==> src/sv/byte_budget_cache_evictor_defines.svh <==
// Assertion macros shared by the byte budget cache evictor RTL.
// Pulled in by the modules that carry concurrent assertions.
`ifndef BYTE_BUDGET_CACHE_EVICTOR_DEFINES_SVH
`define BYTE_BUDGET_CACHE_EVICTOR_DEFINES_SVH

// antecedent implies consequent in the same cycle
`define BBCE_ASSERT_IMPL(label, clk, rst_n, ante, cons) \
  label: assert property (@(posedge clk) disable iff (!rst_n) (ante) |-> (cons)) \
    else $error("bbce assertion failed");

// antecedent implies consequent in the next cycle
`define BBCE_ASSERT_NEXT(label, clk, rst_n, ante, cons) \
  label: assert property (@(posedge clk) disable iff (!rst_n) (ante) |=> (cons)) \
    else $error("bbce assertion failed");

`endif

==> src/sv/bbce_pkg.sv <==
// Package for the byte budget cache evictor: widths, status codes and the
// command and status structs between controller and datapath. No dependencies.
`timescale 1ns / 1ps

package bbce_pkg;

  localparam int SLOTS_DEF = 16;
  localparam int KEY_W     = 64;
  localparam int BYTES_W   = 32;
  localparam int STAMP_W   = 32;
  localparam int ENTRY_W   = KEY_W + BYTES_W + STAMP_W;

  localparam logic [BYTES_W-1:0] BUDGET_RESET = 32'd1000;

  localparam logic [1:0] ST_OK      = 2'd0;
  localparam logic [1:0] ST_NOMATCH = 2'd1;
  localparam logic [1:0] ST_TOO_BIG = 2'd2;

  localparam logic CMD_INSERT = 1'b0;
  localparam logic CMD_DELETE = 1'b1;

  typedef struct packed {
    logic       capture;
    logic       scan_start;
    logic       do_evict;
    logic       do_store;
    logic       do_delete;
    logic       emit_final;
    logic [1:0] final_status;
  } bbce_cmd_t;

  typedef struct packed {
    logic is_delete;
    logic too_big;
    logic need_room;
    logic scan_done;
    logic old_found;
    logic free_found;
    logic match_found;
    logic out_free;
  } bbce_sts_t;

endpackage

==> src/sv/bbce_ram.sv <==
// Generic simple dual port RAM, one write port and one registered read port.
// No dependencies.
`timescale 1ns / 1ps

module bbce_ram #(
  parameter int WIDTH = 8,
  parameter int DEPTH = 16
) (
  input  logic                     clk,
  input  logic                     wr_en,
  input  logic [$clog2(DEPTH)-1:0] wr_addr,
  input  logic [WIDTH-1:0]         wr_data,
  input  logic                     rd_en,
  input  logic [$clog2(DEPTH)-1:0] rd_addr,
  output logic [WIDTH-1:0]         rd_data
);

  logic [WIDTH-1:0] mem [DEPTH];

  always_ff @(posedge clk) begin
    if (wr_en) begin
      mem[wr_addr] <= wr_data;
    end
    if (rd_en) begin
      rd_data <= mem[rd_addr];
    end
  end

endmodule

==> src/sv/bbce_ctrl.sv <==
// Controller for the byte budget cache evictor: sequences scan, eviction and
// final status. Depends on bbce_pkg.
`timescale 1ns / 1ps

module bbce_ctrl (
  input  logic               clk,
  input  logic               rst_n,
  input  logic               in_accept,
  output logic               in_ready,
  input  bbce_pkg::bbce_sts_t sts,
  output bbce_pkg::bbce_cmd_t cmd
);
  import bbce_pkg::*;

  typedef enum logic [2:0] {
    S_IDLE,
    S_CHECK,
    S_SCAN,
    S_DECIDE,
    S_EVICT,
    S_FINAL
  } state_t;

  state_t     state_r, state_nxt;
  logic [1:0] fin_status_r, fin_status_nxt;
  logic       fin_store_r, fin_store_nxt;
  logic       fin_del_r, fin_del_nxt;

  always_comb begin
    state_nxt      = state_r;
    fin_status_nxt = fin_status_r;
    fin_store_nxt  = fin_store_r;
    fin_del_nxt    = fin_del_r;
    case (state_r)
      S_IDLE: begin
        if (in_accept) begin
          state_nxt = S_CHECK;
        end
      end
      S_CHECK: begin
        if (!sts.is_delete && sts.too_big) begin
          fin_status_nxt = ST_TOO_BIG;
          fin_store_nxt  = 1'b0;
          fin_del_nxt    = 1'b0;
          state_nxt      = S_FINAL;
        end else begin
          state_nxt = S_SCAN;
        end
      end
      S_SCAN: begin
        if (sts.scan_done) begin
          state_nxt = S_DECIDE;
        end
      end
      S_DECIDE: begin
        if (sts.is_delete) begin
          fin_status_nxt = sts.match_found ? ST_OK : ST_NOMATCH;
          fin_store_nxt  = 1'b0;
          fin_del_nxt    = sts.match_found;
          state_nxt      = S_FINAL;
        end else if ((sts.need_room || !sts.free_found) && sts.old_found) begin
          state_nxt = S_EVICT;
        end else begin
          fin_status_nxt = ST_OK;
          fin_store_nxt  = sts.free_found;
          fin_del_nxt    = 1'b0;
          state_nxt      = S_FINAL;
        end
      end
      S_EVICT: begin
        // eviction result goes out and the table is rescanned
        if (sts.out_free) begin
          state_nxt = S_SCAN;
        end
      end
      S_FINAL: begin
        if (sts.out_free) begin
          state_nxt = S_IDLE;
        end
      end
      default: begin
        state_nxt = S_IDLE;
      end
    endcase
  end

  always_ff @(posedge clk) begin
    if (!rst_n) begin
      state_r      <= S_IDLE;
      fin_status_r <= ST_OK;
      fin_store_r  <= 1'b0;
      fin_del_r    <= 1'b0;
    end else begin
      state_r      <= state_nxt;
      fin_status_r <= fin_status_nxt;
      fin_store_r  <= fin_store_nxt;
      fin_del_r    <= fin_del_nxt;
    end
  end

  always_comb begin
    in_ready         = (state_r == S_IDLE);
    cmd.capture      = (state_r == S_IDLE) && in_accept;
    cmd.scan_start   = ((state_r == S_CHECK) && !(!sts.is_delete && sts.too_big)) ||
                       ((state_r == S_EVICT) && sts.out_free);
    cmd.do_evict     = (state_r == S_EVICT) && sts.out_free;
    cmd.emit_final   = (state_r == S_FINAL) && sts.out_free;
    cmd.do_store     = cmd.emit_final && fin_store_r;
    cmd.do_delete    = cmd.emit_final && fin_del_r;
    cmd.final_status = fin_status_r;
  end

endmodule

==> src/sv/bbce_dp.sv <==
// Datapath for the byte budget cache evictor: slot table, scan unit, totals,
// budget register and output register. Depends on bbce_pkg and bbce_ram.
`timescale 1ns / 1ps

module bbce_dp #(
  parameter int SLOTS = bbce_pkg::SLOTS_DEF
) (
  input  logic                          clk,
  input  logic                          rst_n,
  input  bbce_pkg::bbce_cmd_t           cmd,
  output bbce_pkg::bbce_sts_t           sts,
  input  logic                          in_command,
  input  logic [bbce_pkg::KEY_W-1:0]    in_key,
  input  logic [bbce_pkg::BYTES_W-1:0]  in_bytes,
  input  logic                          cfg_valid,
  input  logic [bbce_pkg::BYTES_W-1:0]  cfg_data,
  input  logic                          out_ready,
  output logic                          out_valid,
  output logic                          out_is_eviction,
  output logic [1:0]                    out_status,
  output logic [bbce_pkg::KEY_W-1:0]    out_key,
  output logic [bbce_pkg::BYTES_W-1:0]  out_bytes,
  output logic [bbce_pkg::BYTES_W-1:0]  out_total,
  output logic                          out_last
);
  import bbce_pkg::*;
  `include "byte_budget_cache_evictor_defines.svh"

  localparam int IW = $clog2(SLOTS);

  // captured transaction and block state
  logic                 cmd_r;
  logic [KEY_W-1:0]     key_r;
  logic [BYTES_W-1:0]   bytes_r;
  logic [BYTES_W-1:0]   budget_r;
  logic [BYTES_W-1:0]   total_r, total_nxt;
  logic [STAMP_W-1:0]   counter_r;
  logic [SLOTS-1:0]     slot_valid_r, slot_valid_nxt;

  // scan unit
  logic                 issue_r;
  logic [IW-1:0]        addr_r;
  logic                 s1_vld_r;
  logic [IW-1:0]        s1_idx_r;
  logic                 s1_last_r;
  logic                 scan_done_r;
  logic                 old_found_r, free_found_r, match_found_r;
  logic [IW-1:0]        old_idx_r, free_idx_r, match_idx_r;
  logic [STAMP_W-1:0]   old_age_r, match_age_r;
  logic [KEY_W-1:0]     old_key_r;
  logic [BYTES_W-1:0]   old_bytes_r;

  // output register
  logic                 out_valid_r;
  logic                 out_is_ev_r;
  logic [1:0]           out_status_r;
  logic [KEY_W-1:0]     out_key_r;
  logic [BYTES_W-1:0]   out_bytes_r;
  logic [BYTES_W-1:0]   out_total_r;
  logic                 out_last_r;

  logic                 wr_en;
  logic [ENTRY_W-1:0]   wr_data;
  logic [ENTRY_W-1:0]   rd_data;
  logic [KEY_W-1:0]     rd_key;
  logic [BYTES_W-1:0]   rd_bytes;
  logic [STAMP_W-1:0]   rd_stamp;
  logic [STAMP_W-1:0]   age;
  logic                 ent_valid;
  logic                 ent_match;
  logic                 load_out;

  assign wr_en   = cmd.do_store;
  assign wr_data = {key_r, bytes_r, counter_r};

  bbce_ram #(
    .WIDTH (ENTRY_W),
    .DEPTH (SLOTS)
  ) u_slot_ram (
    .clk     (clk),
    .wr_en   (wr_en),
    .wr_addr (free_idx_r),
    .wr_data (wr_data),
    .rd_en   (issue_r),
    .rd_addr (addr_r),
    .rd_data (rd_data)
  );

  assign {rd_key, rd_bytes, rd_stamp} = rd_data;
  assign age       = counter_r - rd_stamp;
  assign ent_valid = slot_valid_r[s1_idx_r];
  assign ent_match = ent_valid && (rd_key == key_r) && (rd_bytes == bytes_r);

  always_comb begin
    total_nxt      = total_r;
    slot_valid_nxt = slot_valid_r;
    if (cmd.do_evict) begin
      total_nxt               = total_r - old_bytes_r;
      slot_valid_nxt[old_idx_r] = 1'b0;
    end else if (cmd.do_store) begin
      total_nxt                = total_r + bytes_r;
      slot_valid_nxt[free_idx_r] = 1'b1;
    end else if (cmd.do_delete) begin
      total_nxt                 = total_r - bytes_r;
      slot_valid_nxt[match_idx_r] = 1'b0;
    end
  end

  assign load_out = cmd.do_evict || cmd.emit_final;

  always_ff @(posedge clk) begin
    if (!rst_n) begin
      budget_r     <= BUDGET_RESET;
      total_r      <= '0;
      counter_r    <= '0;
      slot_valid_r <= '0;
      issue_r      <= 1'b0;
      s1_vld_r     <= 1'b0;
      scan_done_r  <= 1'b0;
      out_valid_r  <= 1'b0;
    end else begin
      if (cfg_valid) begin
        budget_r <= cfg_data;
      end
      total_r      <= total_nxt;
      slot_valid_r <= slot_valid_nxt;
      if (cmd.do_store) begin
        counter_r <= counter_r + 1'b1;
      end
      if (cmd.scan_start) begin
        issue_r <= 1'b1;
      end else if (issue_r && (addr_r == IW'(SLOTS - 1))) begin
        issue_r <= 1'b0;
      end
      s1_vld_r    <= issue_r;
      scan_done_r <= s1_vld_r && s1_last_r;
      if (load_out) begin
        out_valid_r <= 1'b1;
      end else if (out_ready) begin
        out_valid_r <= 1'b0;
      end
    end
  end

  always_ff @(posedge clk) begin
    if (cmd.capture) begin
      cmd_r   <= in_command;
      key_r   <= in_key;
      bytes_r <= in_bytes;
    end
    if (cmd.scan_start) begin
      addr_r <= '0;
    end else if (issue_r) begin
      addr_r <= addr_r + 1'b1;
    end
    s1_idx_r  <= addr_r;
    s1_last_r <= (addr_r == IW'(SLOTS - 1));
    if (cmd.scan_start) begin
      old_found_r   <= 1'b0;
      free_found_r  <= 1'b0;
      match_found_r <= 1'b0;
    end else if (s1_vld_r) begin
      // oldest valid entry, ties to the lower slot
      if (ent_valid && (!old_found_r || age > old_age_r)) begin
        old_found_r <= 1'b1;
        old_idx_r   <= s1_idx_r;
        old_age_r   <= age;
        old_key_r   <= rd_key;
        old_bytes_r <= rd_bytes;
      end
      if (!ent_valid && !free_found_r) begin
        free_found_r <= 1'b1;
        free_idx_r   <= s1_idx_r;
      end
      // newest matching entry, ties to the lower slot
      if (ent_match && (!match_found_r || age < match_age_r)) begin
        match_found_r <= 1'b1;
        match_idx_r   <= s1_idx_r;
        match_age_r   <= age;
      end
    end
    if (cmd.do_evict) begin
      out_is_ev_r  <= 1'b1;
      out_status_r <= ST_OK;
      out_key_r    <= old_key_r;
      out_bytes_r  <= old_bytes_r;
      out_total_r  <= total_nxt;
      out_last_r   <= 1'b0;
    end else if (cmd.emit_final) begin
      out_is_ev_r  <= 1'b0;
      out_status_r <= cmd.final_status;
      out_key_r    <= '0;
      out_bytes_r  <= '0;
      out_total_r  <= total_nxt;
      out_last_r   <= 1'b1;
    end
  end

  always_comb begin
    sts.is_delete   = (cmd_r == CMD_DELETE);
    sts.too_big     = (bytes_r >= budget_r);
    sts.need_room   = ({1'b0, total_r} + {1'b0, bytes_r}) > {1'b0, budget_r};
    sts.scan_done   = scan_done_r;
    sts.old_found   = old_found_r;
    sts.free_found  = free_found_r;
    sts.match_found = match_found_r;
    sts.out_free    = !out_valid_r || out_ready;
  end

  assign out_valid       = out_valid_r;
  assign out_is_eviction = out_is_ev_r;
  assign out_status      = out_status_r;
  assign out_key         = out_key_r;
  assign out_bytes       = out_bytes_r;
  assign out_total       = out_total_r;
  assign out_last        = out_last_r;

  `BBCE_ASSERT_IMPL(a_load_needs_room, clk, rst_n, load_out, !out_valid_r || out_ready)
  `BBCE_ASSERT_IMPL(a_evict_has_victim, clk, rst_n, cmd.do_evict, old_found_r)
  `BBCE_ASSERT_IMPL(a_store_has_slot, clk, rst_n, cmd.do_store,
                    free_found_r && !slot_valid_r[free_idx_r])
  `BBCE_ASSERT_IMPL(a_no_write_in_scan, clk, rst_n, issue_r || s1_vld_r, !wr_en)
  `BBCE_ASSERT_NEXT(a_done_after_last, clk, rst_n, s1_vld_r && s1_last_r, scan_done_r)

endmodule

==> src/sv/byte_budget_cache_evictor.sv <==
// Top level of the byte budget cache evictor: controller plus datapath.
// Depends on bbce_pkg, bbce_ctrl, bbce_dp and bbce_ram.
//
//  channel | direction | payload
//  in_     | slave     | tuser: command; tdata: object_key, object_bytes
//  out_    | master    | tuser: is_eviction; tdata: status, key, bytes, total; tlast
//  cfg_    | slave     | data: byte_budget
//
// Each table scan reads every slot through the slot RAM read port.
// Delete or insert without eviction: one scan; every eviction adds another
// scan. A rejected insert finishes without a scan.
// Reset: synchronous, clears all slots and totals, budget returns to 1000.
// A stalled output holds the block at its next result; input is taken only
// when the previous transaction has handed over its final status.
`timescale 1ns / 1ps

module byte_budget_cache_evictor #(
  parameter int SLOTS = bbce_pkg::SLOTS_DEF
) (
  input  logic          clk,
  input  logic          rst_n,
  input  logic          in_tvalid,
  output logic          in_tready,
  input  logic [95:0]   in_tdata,   // [63:0] object_key, [95:64] object_bytes
  input  logic [0:0]    in_tuser,   // [0] command
  output logic          out_tvalid,
  input  logic          out_tready,
  output logic [135:0]  out_tdata,  // [1:0] status, [65:2] evicted_key,
                                    // [97:66] evicted_bytes, [129:98] total_after
  output logic [0:0]    out_tuser,  // [0] is_eviction
  output logic          out_tlast,
  input  logic          cfg_valid,
  output logic          cfg_ready,
  input  logic [31:0]   cfg_data
);
  import bbce_pkg::*;

  bbce_cmd_t cmd;
  bbce_sts_t sts;

  logic               in_accept;
  logic               out_is_eviction;
  logic [1:0]         out_status;
  logic [KEY_W-1:0]   out_key;
  logic [BYTES_W-1:0] out_bytes;
  logic [BYTES_W-1:0] out_total;

  assign in_accept = in_tvalid && in_tready;
  assign cfg_ready = 1'b1;

  bbce_ctrl u_ctrl (
    .clk       (clk),
    .rst_n     (rst_n),
    .in_accept (in_accept),
    .in_ready  (in_tready),
    .sts       (sts),
    .cmd       (cmd)
  );

  bbce_dp #(
    .SLOTS (SLOTS)
  ) u_dp (
    .clk             (clk),
    .rst_n           (rst_n),
    .cmd             (cmd),
    .sts             (sts),
    .in_command      (in_tuser[0]),
    .in_key          (in_tdata[63:0]),
    .in_bytes        (in_tdata[95:64]),
    .cfg_valid       (cfg_valid && cfg_ready),
    .cfg_data        (cfg_data),
    .out_ready       (out_tready),
    .out_valid       (out_tvalid),
    .out_is_eviction (out_is_eviction),
    .out_status      (out_status),
    .out_key         (out_key),
    .out_bytes       (out_bytes),
    .out_total       (out_total),
    .out_last        (out_tlast)
  );

  assign out_tdata = {6'd0, out_total, out_bytes, out_key, out_status};
  assign out_tuser = out_is_eviction;

endmodule
==> config.mk <==
export PLATFORM = sky130hd
export DESIGN_NAME = byte_budget_cache_evictor
export DESIGN_NICKNAME = d
export VERILOG_FILES = /design/src/sv/bbce_pkg.sv /design/src/sv/bbce_ram.sv /design/src/sv/bbce_ctrl.sv /design/src/sv/bbce_dp.sv /design/src/sv/byte_budget_cache_evictor.sv
export VERILOG_INCLUDE_DIRS = /design/src /design/src/sv
export SDC_FILE = /design/constraint.sdc
export NUM_CORES = 2
export LEC_CHECK = 0
export ABC_CLOCK_PERIOD_IN_PS = 14100
export BUFFER_PORTS_ARGS = -buffer_cell sky130_fd_sc_hd__buf_4
export CAP_MARGIN = 20
export CORE_ASPECT_RATIO = 0.8
export CORE_MARGIN = 2
export CORE_UTILIZATION = 50
export CTS_CLUSTER_SIZE = 12
export DETAILED_ROUTE_END_ITERATION = 8
export PLACE_DENSITY = 0.65
export SLEW_MARGIN = 20
export SYNTH_ARGS = -nofsm -noshare
export SYNTH_HDL_FRONTEND = slang
export SYNTH_SLANG_ARGS = --single-unit
==> constraint.sdc <==
create_clock -name clk -period 14.1 [get_ports clk]
set_clock_uncertainty 0.05 [all_clocks]
set_input_delay 0.705 -clock clk [delete_from_list [all_inputs] [get_ports clk]]
set_output_delay 0.705 -clock clk [all_outputs]
set_load 0.05 [all_outputs]
==> impl_metrics.json <==
{
  "vdd_ir_drop_max_mv": 0.1228,
  "fmaxAchievable_mhz": 131.2,
  "seq_area_frac_synth_pct": 72.74,
  "drt-pass1-iter-count": 6,
  "die_y_microns": 423.6,
  "syn_avg_cell_area_sq_um": 19.07,
  "yosys.area.top_type": "edfxtp_1",
  "min_period_over_period_pct": 54.06,
  "setup-tns-final_ns": 0,
  "synthTopCellsByArea": "edfxtp_1, mux4_2, ha_1",
  "path_class": "reg -> reg",
  "arrival_ns": 8.00,
  "synthDistinctLibCells": 95,
  "layout-drive-gt1-share_pct": 21.99,
  "synth_top_area_share_pct": 70.21,
  "synthFlopType": "edfxtp_1",
  "cts_resized": 0,
  "fill_cells": 16320,
  "cts_tree": "built",
  "drc": 0,
  "grt_max_degree": 109,
  "slew_viol_final": 0,
  "cts_buffers": 282,
  "final_hold_viol_count": 0,
  "grt_usage_pct": 25.63,
  "fin_crit_ns": 7.622,
  "num_vias": 58210,
  "clkTransAtPathRegs_ns": 0.06,
  "core_area_sq_um": 219500,
  "slew_headroom_pct": 21.79,
  "rrSetupSlack_ns": 6.48,
  "yosys_warnings": 0,
  "final.setup.worst_slack_ns": 6.478,
  "start_util_pct": 50.14,
  "rows": 154,
  "clock_path_buffers": 4,
  "synth-seq-cells": 2712,
  "start_kind": "flop",
  "drt_iter0_drc": 7091,
  "worstSkewPairLatency_ns": 0.86,
  "min-delay-start": "in_tdata[9]",
  "r2r-start": "u_dp.counter_r[0]",
  "run_status": "completed",
  "maxCapViolCount": 0,
  "htree_levels": 5,
  "worst_pin_slew_ns": 1.173,
  "antenna_found_initial": 11,
  "critPathLaunch": "u_dp.counter_r[0]",
  "io_buffer_count": 267,
  "grt_pass1_vias": 57820,
  "netlist_area_sq_um": 110000,
  "clock-root-buffer": "clkbuf_16",
  "layout-area-overhead-vs-synth_pct": 13.52,
  "nNetsFinal": 6692,
  "dp_slack_ns": 6.638,
  "rsz0062_at_grt": "false",
  "required_ns": 14.48,
  "io_pins": 275,
  "cts_sinks": 2712,
  "dpl.cell_count": 8808,
  "power_leakage_nw": 42.96,
  "ant_nets": 0,
  "grt_overflow": 0,
  "dpl_cell_area_sq_um": 116000,
  "stdcell_count": 9327,
  "place.gp.congestion": 0.9400,
  "wl_per_cell_microns": 30.96,
  "fp.dieArea_sq_um": 223900,
  "cp_max_fo": 50,
  "grt_pass1_wl_mm": 413.5,
  "setup_viol": 0,
  "hold_ws_ns": 0.05214,
  "min_path_type": "in -> reg",
  "synth_enable_flop_cells": 2573,
  "synthArstFlopShare_pct": 0,
  "viasPerCell": 6.241,
  "worstRegToRegCells": 23,
  "stdcell_area_sq_um": 124900,
  "finalWirelength_mm": 288.8,
  "die_w_microns": 528.5,
  "dp_hpwl_mm": 165.3,
  "syn_inst": 5770,
  "p_per_area_nw_per_um2": 155.4,
  "holdPathStages": 1,
  "worst_setup_path_end_kind": "flop"
}
-- power by group --
group	leakage, nW	internal [W]	switching, W
sequential	25.7	0.00916	0.000334
clock	3.89	0.00380	0.00295
combinational	13.4	0.00151	0.00166
-- flip-flops by register name, summed over array words and instances, names as in the netlist, 64 cells and up --
signal,count
u_dp.key_r,64
u_dp.old_key_r,64
u_dp.out_key,64
u_dp.u_slot_ram.mem,2048
u_dp.u_slot_ram.rd_data,128
-- synthesized netlist by cell type (28+ instances only) --
library cell  number
mux2i_1           35
o21a_1            31
nor3_1            46
nand4_1           54
edfxtp_1        2573
xnor2_1          108
nor2_1           232
ha_1             254
nand3_1           41
inv_1            272
mux4_2           645
a21o_1            72
and3_1            88
a21oi_1          189
nand2b_1          30
and2_1            33
dfxtp_1          139
buf_1             43
nand2_1          130
o21ai_0          102
o22ai_1           28
clkbuf_1         166
xor2_1            70
-- layer usage --
metal / track usage, % / wire (microns) / vias up
li1: - / - / 24390
met1: 39.18 / 125200 / 30730
met2: 38.38 / 130500 / 2692
met3: 4.367 / 25600 / 395
met4: 6.859 / 7562 / 0
met5: 0 / 0 / -
-- per-stage QoR --
stage | power [W] | util [%]
after floorplan | 0.01183 | -
after global placement | 0.01280 | 52.82
after detailed placement | 0.01282 | 52.84
after CTS | 0.01956 | 56.90
after global routing | 0.02008 | 56.91
final | 0.01941 | 56.92
-- critical path, cell delays in order, from the launching register on --
cell and delay, ns:
dfxtp_1 0.52, inv_1 0.13, ha_1 0.19, inv_1 0.06, fa_1 0.42, a211oi_1 0.32
o21ai_1 0.16, nand4_1 0.16, a32oi_1 0.19, a221oi_1 0.61, o21ai_1 0.20, a21o_1 0.27
a31oi_1 0.34, o31ai_1 0.16, xor2_1 0.39, ha_1 0.20, nand4_1 0.13, nor3_1 0.36
nand4_1 0.19, a21oi_1 0.16, o21ai_0 0.19, a311oi_4 0.28, buf_4 0.61, buf_4 0.80
-- logic make-up after synthesis --
kind of cell	count (synthesis)	share of synthesized area [%]
DFF	2712	72.74
xor gates and xnor gates	178	1.417
buffers and inverters	512	1.798
and+or+nand+nor	765	3.525
muxes	681	13.53
other	2	0.006825
adders and majority gates	258	2.961
AOI/OAI and AO/OA	662	4.022
-- final timing paths --
kind / end
worst max-delay path: u_dp.old_bytes_r[1]
worst min-delay path: u_dp.key_r[9]
worst max register to register: u_dp.old_bytes_r[1]
worst min register to register: u_dp.old_key_r[1]
-- cells in the final DEF, fill, tap and decap left out, drive strengths merged, types with 12 or more instances in the layout --
cell type and count:
a211oi 15, a31oi 16, o31ai 20, buf 383, edfxtp 2573, o211ai 20, o22ai 28, nand3 41
mux2i 35, a22oi 14, ha 254, o21ai 118, o21a 31, and3 88, o2bb2ai 12, or3 18
dfxtp 139, nand4 55, nor2b 27, nand2b 30, clkbuf 369, nor3 48, clkinv 41, xnor2 108
mux4 645, xor2 70, nor2 232, and2 33, nand2 130, a21oi 190, nor4 25, dlygate4sd3 93
inv 283, a21o 72, o21bai 21
-- area by class of cell --
cell class / instances / area, sq um / share of cell area [%]
clock inverter: 50 / 404.1 / 0.3235
inverter: 277 / 1050 / 0.8403
clock buffer: 369 / 7592 / 6.078
antenna: 6 / 15.01 / 0.01202
multi-input combinational: 2551 / 28210 / 22.58
tap: 2886 / 3611 / 2.891
timing repair buffer: 476 / 3971 / 3.179
sequential: 2712 / 80070 / 64.09
-- timing repair --
item	in CTS	in global routing
buffers inserted	0	0
endpoints found under the hold margin	93	0
hold buffers	93	0
No activity file was read; power rests on OpenSTA's default activity.
